--- src/rtl/etrm_pkg.sv ---
// Shared types and constants for the execution-range packet merger.
package etrm_pkg;

  localparam int unsigned UNIT_W  = 16;
  localparam int unsigned ADDR_W  = 64;
  localparam int unsigned TIME_W  = 64;
  localparam int unsigned DUR_W   = 32;
  localparam int unsigned COUNT_W = 6;
  localparam int unsigned HALF_W  = 32;

  typedef enum logic [1:0] {
    KIND_HEADER  = 2'd0,
    KIND_ENTRY   = 2'd1,
    KIND_BARRIER = 2'd2
  } kind_e;

  typedef enum logic {
    REQ_RANGE = 1'b0,
    REQ_FLUSH = 1'b1
  } req_e;

  typedef enum logic [2:0] {
    S_IDLE,
    S_DECIDE,
    S_HDR,
    S_ENT,
    S_BAR,
    S_APPLY
  } state_e;

  typedef struct packed {
    logic take;
    logic apply;
    logic load_hdr;
    logic load_ent;
    logic load_bar;
  } cmd_t;

  typedef struct packed {
    logic flush;
    logic cnt_zero;
    logic unit_chg;
    logic fill;
    logic ent_last;
    logic out_free;
  } sts_t;

endpackage

--- src/rtl/etrm_ctrl.sv ---
// Sequencer: decides merge, append or packet emission and steps the emit burst.
module etrm_ctrl
  import etrm_pkg::*;
(
  input  logic clk_i,
  input  logic rst_ni,
  input  logic in_valid_i,
  output logic in_ready_o,
  input  sts_t sts_i,
  output cmd_t cmd_o
);

  state_e state_q, state_d;
  logic   pend_apply_q, pend_apply_d;

  always_ff @(posedge clk_i or negedge rst_ni) begin
    if (!rst_ni) begin
      state_q      <= S_IDLE;
      pend_apply_q <= 1'b0;
    end else begin
      state_q      <= state_d;
      pend_apply_q <= pend_apply_d;
    end
  end

  // next state
  always_comb begin
    state_d      = state_q;
    pend_apply_d = pend_apply_q;
    case (state_q)
      S_IDLE: begin
        if (in_valid_i) state_d = S_DECIDE;
      end
      S_DECIDE: begin
        if (sts_i.flush) begin
          pend_apply_d = 1'b0;
          state_d      = sts_i.cnt_zero ? S_IDLE : S_HDR;
        end else if (sts_i.unit_chg) begin
          pend_apply_d = 1'b1;
          state_d      = S_HDR;
        end else begin
          pend_apply_d = 1'b0;
          state_d      = sts_i.fill ? S_HDR : S_IDLE;
        end
      end
      S_HDR: begin
        if (sts_i.out_free) state_d = S_ENT;
      end
      S_ENT: begin
        if (sts_i.out_free && sts_i.ent_last) state_d = S_BAR;
      end
      S_BAR: begin
        if (sts_i.out_free) state_d = pend_apply_q ? S_APPLY : S_IDLE;
      end
      S_APPLY: begin
        pend_apply_d = 1'b0;
        state_d      = sts_i.fill ? S_HDR : S_IDLE;
      end
      default: state_d = S_IDLE;
    endcase
  end

  // outputs
  always_comb begin
    in_ready_o     = 1'b0;
    cmd_o          = '0;
    case (state_q)
      S_IDLE: begin
        in_ready_o = 1'b1;
        cmd_o.take = in_valid_i;
      end
      S_DECIDE: cmd_o.apply    = !sts_i.flush && !sts_i.unit_chg;
      S_HDR:    cmd_o.load_hdr = sts_i.out_free;
      S_ENT:    cmd_o.load_ent = sts_i.out_free;
      S_BAR:    cmd_o.load_bar = sts_i.out_free;
      S_APPLY:  cmd_o.apply    = 1'b1;
      default:  cmd_o          = '0;
    endcase
  end

endmodule

--- config.mk ---
export PLATFORM = sky130hd
export DESIGN_NAME = etrm_ctrl
export DESIGN_NICKNAME = d
export VERILOG_FILES = /design/src/rtl/etrm_pkg.sv /design/src/rtl/etrm_ctrl.sv
export SDC_FILE = /design/constraint.sdc
export NUM_CORES = 1
export LEC_CHECK = 0
export BUFFER_PORTS_ARGS = -buffer_cell sky130_fd_sc_hd__buf_4
export CORE_AREA = 2 2 39 41
export CTS_BUF_LIST = sky130_fd_sc_hd__clkbuf_4
export CTS_CLUSTER_DIAMETER = 30
export DETAILED_ROUTE_END_ITERATION = 7
export DIE_AREA = 0 0 41 43
export SETUP_SLACK_MARGIN = 0.4
export SYNTH_ARGS = -nofsm -noshare
export SYNTH_HDL_FRONTEND = slang
export SYNTH_SLANG_ARGS = --single-unit
--- constraint.sdc ---
create_clock -name clk_i -period 2.7 [get_ports clk_i]
set_clock_uncertainty 0.2 [all_clocks]
set_input_delay 0.54 -clock clk_i [delete_from_list [all_inputs] [get_ports clk_i]]
set_output_delay 0.54 -clock clk_i [all_outputs]
set_load 0.01 [all_outputs]
==> impl_metrics.py, run 1 <==
metrics = {
    "logic_synthesis": {
        "synth_cell_types": 23,
        "synth-edff-count": 0,
        "seq_area_frac_synth_pct": 30.08,
        "synthFlopType": "dfrtp_1",
        "post_synth.cell_area_avg_sq_um": 9.509,
        "syn_nets": 44,
        "ys_async_sr_fraction_pct": 100.0,
        "syn_inst": 35,
        "ys_warn_count": 0,
        "ys_seq_elements": 4,
        "netlist_area_sq_um": 332.8,
    },
    "clock_network": {
        "cts_sinks": 4,
        "cts_tree": "built",
        "cts_buffers": 3,
        "insertion_delay_ns": 0.24,
        "cts_buffer_depth": 2,
        "cts.clk_slew.worst_paths_ns": 0.04,
        "htreeDepth": 1,
        "root_buffer": "clkbuf_4",
    },
    "setup_path": {
        "cp_max_fo": 10,
        "end_kind": "output port",
        "worstPathRequired_ns": 1.96,
        "cp.arrival_ns": 1.37,
        "r2r_slack_ns": 1.02,
        "crit_type": "flop to output port",
        "cp-start-kind": "flop",
    },
    "placement": {
        "dpl_worst_slack_ns": 0.8320,
        "dpl.hpwl_um": 547.3,
        "dpl_cell_area_sq_um": 431.7,
        "port_buffers": 14,
        "gp_congestion": 0.7237,
    },
    "global_routing": {
        "grt_max_degree": 11,
        "grt_pass1_wl_mm": 1.276,
        "grt_usage_pct": 10.66,
        "antenna_found_initial": 0,
        "grt_overflow": 0,
        "grt_pass1_vias": 315,
        "top_usage_layer": "met2",
        "use_met1_pct": 13.92,
        "grt_util_met2_pct": 15.00,
        "met3_usage_pct": 3.141,
    },
    "timing": {
        "finalWorstSetupSlack_ns": 0.5859,
        "hold_viol": 0,
        "drv_slew": 0,
        "rsz0062_at_grt": "no",
        "slew_headroom_pct": 79.26,
        "tns_ns": 0,
        "worst_pin_slew_ns": 0.3111,
        "post-route-min-period_ns": 2.114,
        "fin_hold_ws_ns": 0.3028,
        "fmax_mhz": 473.0,
        "setup_violations": 0,
        "finalCritPeriodShare_pct": 78.30,
    },
    "power": {
        "ir_drop_v": 0.0003205,
        "p_int_w": 0.0002576,
        "fin_total_pwr_w": 0.0004249,
        "power.leakage_nw": 0.2269,
        "p_sw_w": 0.0001672,
        "p_seq_share_pct": 32.5,
        "p_comb_share_pct": 49.9,
        "p_clk_share_pct": 17.7,
        "powerDensity_nw_per_um2": 915.3,
        "swShare_pct": 39.36,
    },
    "die": {
        "coreArea_sq_um": 1384,
        "dieArea_sq_um": 1763,
        "start_util_pct": 24.05,
        "std_cell_rows": 14,
        "die-height_um": 43,
        "io_pins": 15,
        "die_x_um": 41,
    },
    "min_path": {
        "hp-class": "flop to flop",
    },
    "route": {
        "drc": 0,
        "antenna_left": 0,
        "wl_per_cell_um": 10.39,
        "firstDrtPassIters": 3,
        "drtIter0Drc": 6,
        "via_per_inst": 4.627,
        "vias": 310,
        "totalWireLength_um": 696,
    },
    "layout": {
        "antennaDiodeCount": 0,
        "finalInstanceArea_sq_um": 464.2,
        "synthToLayoutAreaGrowth_pct": 39.47,
        "drive_gt1_share_pct": 47.06,
        "num-nets-final": 62,
    },
    "run_status": {
        "status": "complete, no violations",
    },
    "flow_run": {
        "maxCapViolations": 0,
    },
}
## placed cells by master, fill, tap and decap left out, drive strengths merged
| cell | instances |
|---|---|
| a21oi | 3 |
| mux2 | 2 |
| nor2 | 4 |
| dlygate4sd3 | 1 |
| and4b | 1 |
| nor3 | 2 |
| dfrtp | 4 |
| o41ai | 1 |
| buf | 14 |
| o31ai | 1 |
| nand2 | 1 |
| and2 | 1 |
| clkbuf | 3 |
| o21ai | 1 |
| nand2b | 3 |
| a211oi | 1 |
| and3 | 3 |
| inv | 2 |
| a32o | 1 |
| and2b | 1 |
| a31oi | 1 |
## power by group through the flow
stage	logic, W	clock network, W	registers [W]
CTS	0.000216	0.0000785	0.000138
finish	0.000212	0.0000751	0.000138
floorplan	0.000198	0	0.000108
detailed placement	0.000214	0	0.000139
global placement	0.000212	0	0.000139
global route	0.000239	0.0000819	0.000148
## final timing paths
| path | startpoint | to | cells after the start |
|---|---|---|---|
| hold reg to reg | pend_apply_q | pend_apply_q | 2 |
| min in group asynchronous | rst_ni | state_q[2] | 2 |
| setup / recovery | state_q[2] | cmd_o[1] | 3 |
| hold / removal | pend_apply_q | pend_apply_q | 2 |
| max in group asynchronous | rst_ni | state_q[0] | 2 |
| setup reg to reg | state_q[2] | state_q[0] | 4 |
## critical path: stages (launching register included)
cell and delay [ns]:
dfrtp_1 0.51, and2b_2 0.29, and3_1 0.19, buf_4 0.14
## final cells by class
type / instances / area [sq um]
clock buffer: 3 / 22.52
fill: 155 / 919.6
inverter: 2 / 7.507
multi-input combinational: 27 / 198.9
sequential: 4 / 100.1
tap: 16 / 20.02
timing repair buffer: 15 / 115.1
## metal layers
layer	up-vias	wire length (um)
met1	132	309
li1	161	-
met2	15	308
met3	2	69
met5	-	0
met4	0	8
## synthesized netlist by cell type, types with 2 or more instances
| library cell | instances | area (sq um) |
|---|---|---|
| dfrtp_1 | 4 | 100.1 |
| nor2_1 | 4 | 15.01 |
| nand2b_1 | 3 | 18.77 |
| a21oi_1 | 2 | 10.01 |
| and3_1 | 2 | 12.51 |
| inv_1 | 2 | 7.510 |
| mux2_4 | 2 | 30.03 |
## repair_timing
action,4_1_cts,5_1_grt
hold buffers,1,0
setup buffers,0,0
hold endpoints to repair,4,0
resized for setup,0,0
## per-stage QoR
| step | instances | util (%) |
|---|---|---|
| after CTS | 67 | 33.54 |
| after global routing | 67 | 33.54 |
| final | 67 | 33.54 |
| after global placement | 63 | 31.19 |
| after floorplan | 35 | - |
| after detailed placement | 63 | 31.19 |
## state kept, by name (all words and copies together) (netlist names)
signal / count
state_q: 3
pend_apply_q: 1
## cell families (layout without fill, tap and decap cells)
group | count (synthesis) | in the layout | share of synthesized area, %
DFF | 4 | 4 | 30.08
muxes | 2 | 2 | 9.023
buffers and inverters | 4 | 20 | 10.15
AOI/OAI and AO/OA | 9 | 9 | 19.18
and+or+nand+nor | 16 | 16 | 31.58
Note: power is estimated with default switching activity, not from simulation.
==> inputs of run 2 (changes only) <==
- clock period: 2.7 -> 2.2 ns (I/O delays scaled with it)
==> impl_metrics.py, run 2 (synthesized netlist as in run 1, its figures left out) <==
metrics = {
    "timing": {
        "drv_slew": 0,
        "worst_pin_slew_ns": 0.2382,
        "rsz0062_at_grt": "yes",
        "setup_violations": 0,
        "post-route-min-period_ns": 1.819,
        "tns_ns": 0,
        "finalCritPeriodShare_pct": 82.67,
        "fmax_mhz": 549.8,
        "slew_headroom_pct": 83.91,
        "hold_viol": 0,
    },
    "placement": {
        "dp.cells": 63,
        "port_buffers": 14,
        "gp_congestion": 0.7237,
        "dpl.hpwl_um": 547.3,
    },
    "route": {
        "wl_per_cell_um": 10.97,
        "vias": 342,
        "antenna_left": 0,
        "via_per_inst": 4.685,
        "drc": 0,
        "firstDrtPassIters": 2,
        "totalWireLength_um": 801,
        "drtIter0Drc": 5,
    },
    "setup_path": {
        "setup.worst_path.end": "cmd_o[2]",
        "worstPathRequired_ns": 1.56,
        "cpMaxStageDelayCell": "dfrtp_2",
        "cp_cell_sequence": "and2b_2, and3_4, buf_6",
        "crit_buf_inv": 1,
        "startpoint": "state_q[1]",
        "critPathTopFamily": "flip-flops",
        "r2r_cells": 5,
        "r2r_slack_ns": 0.50,
        "cp-start-kind": "flop",
        "worstSetupPathDepth": 3,
        "timing.rr.start": "state_q[2]",
        "cp.arrival_ns": 1.18,
        "crit_type": "flop to output port",
        "cp_max_fo": 6,
        "critPathMaxStageDelay_ns": 0.44,
        "end_kind": "output port",
        "r2r-end": "state_q[0]",
    },
    "die": {
        "io_pins": 15,
        "die-height_um": 43,
        "die_x_um": 41,
        "std_cell_rows": 14,
        "coreArea_sq_um": 1384,
        "dieArea_sq_um": 1763,
        "start_util_pct": 24.05,
    },
    "clock_network": {
        "cts_buffers": 3,
        "cts_sinks": 4,
        "root_buffer": "clkbuf_4",
        "cts.clk_slew.worst_paths_ns": 0.04,
        "htreeDepth": 1,
        "cts_tree": "built",
        "cts_buffer_depth": 2,
        "insertion_delay_ns": 0.24,
    },
    "global_routing": {
        "grt_max_degree": 10,
        "grt_util_met2_pct": 16.88,
        "grt_pass1_wl_mm": 1.331,
        "grt_pass1_vias": 329,
        "antenna_found_initial": 0,
        "top_usage_layer": "met2",
        "met3_usage_pct": 3.141,
        "grt_overflow": 0,
        "grt_usage_pct": 11.17,
        "use_met1_pct": 13.59,
    },
    "min_path": {
        "hp-class": "input port to flop",
    },
    "layout": {
        "num-nets-final": 68,
        "reg_top3": "state_q x3, pend_apply_q x1",
        "final_cell_mix": "buf_4, nand2b_1, nor2_1, clkbuf_4, dfrtp_2",
        "final_util_pct": 39.24,
        "top_register": "state_q",
        "synthToLayoutAreaGrowth_pct": 63.16,
        "antennaDiodeCount": 0,
        "largest_reg_flops": 3,
        "layout_commonest_cell": "buf_4",
        "instances_no_fill": 73,
        "drive_gt1_share_pct": 63.16,
    },
    "power": {
        "power.leakage_nw": 0.2622,
        "powerDensity_nw_per_um2": 1165,
        "ir_drop_v": 0.0003939,
    },
    "run_status": {
        "status": "complete, no violations",
    },
    "flow_run": {
        "maxCapViolations": 0,
    },
}
-- run 2: metrics by stage --
step / instance area (sq um) / hold WS, ns / setup WS (ns) / power (W)
6_report: 543.0 / 0.2081 / 0.3813 / 0.0006325
5_1_grt: 543.0 / 0.2079 / 0.3399 / 0.0006871
4_1_cts: 513.0 / 0.2022 / 0.3390 / 0.0005886
3_5_place_dp: 431.7 / 0.03793 / 0.4320 / 0.0004330
3_3_place_gp: 431.7 / 0.03782 / 0.4580 / 0.0004307
2_1_floorplan: 332.8 / -0.05559 / 0.5029 / 0.0003759
-- run 2: cell type report --
class,instances,area (sq um)
inverters,2,7.507
flip-flops and latches,4,103.9
multi-input cells,27,216.5
fillers,153,840.8
well taps,16,20.02
clock buffers,3,22.52
repair buffers,21,172.7
-- run 2: timing repair --
action / in CTS / in global routing
hold buffers: 1 / 0
endpoints found under the hold margin: 4 / 0
pin swaps: 0 / 3
gates resized for setup: 8 / 1
setup buffers: 3 / 3
endpoints found under the setup margin: 6 / 5
-- run 2: worst min path at each step --
| stage | slack [ns] | from | depth (start not counted) | to |
|---|---|---|---|---|
| 5_1_grt | 0.21 | sts_i[5] | 2 | pend_apply_q |
| 3_5_place_dp | 0.04 | rst_ni | 1 | state_q[1] |
| 4_1_cts | 0.20 | sts_i[5] | 2 | pend_apply_q |
| 3_3_place_gp | 0.04 | rst_ni | 1 | pend_apply_q |
| 2_1_floorplan | -0.06 | rst_ni | 0 | pend_apply_q |
| 6_report | 0.21 | sts_i[5] | 2 | pend_apply_q |
-- run 2: where the power goes --
| group | internal [W] | switching (W) | leakage [nW] | total (W) |
|---|---|---|---|---|
| sequential | 0.000111 | 0.0000476 | 0.0464 | 0.000159 |
| clock | 0.0000611 | 0.0000307 | 0.0138 | 0.0000918 |
| combinational | 0.000226 | 0.000156 | 0.202 | 0.000382 |
-- run 2: routing by layer --
metal	routed length (um)	part of all wire, %
met2	388	48
met5	0	0
met4	8	1.0
met1	336	42
met3	67	8.4
-- run 2: worst reg2reg max path, cell delays in order, from the launching register on --
cell and delay (ns):
dfrtp_2 0.42, buf_4 0.15, mux2_4 0.30, nor3_4 0.14, a21oi_2 0.06, mux2_4 0.30
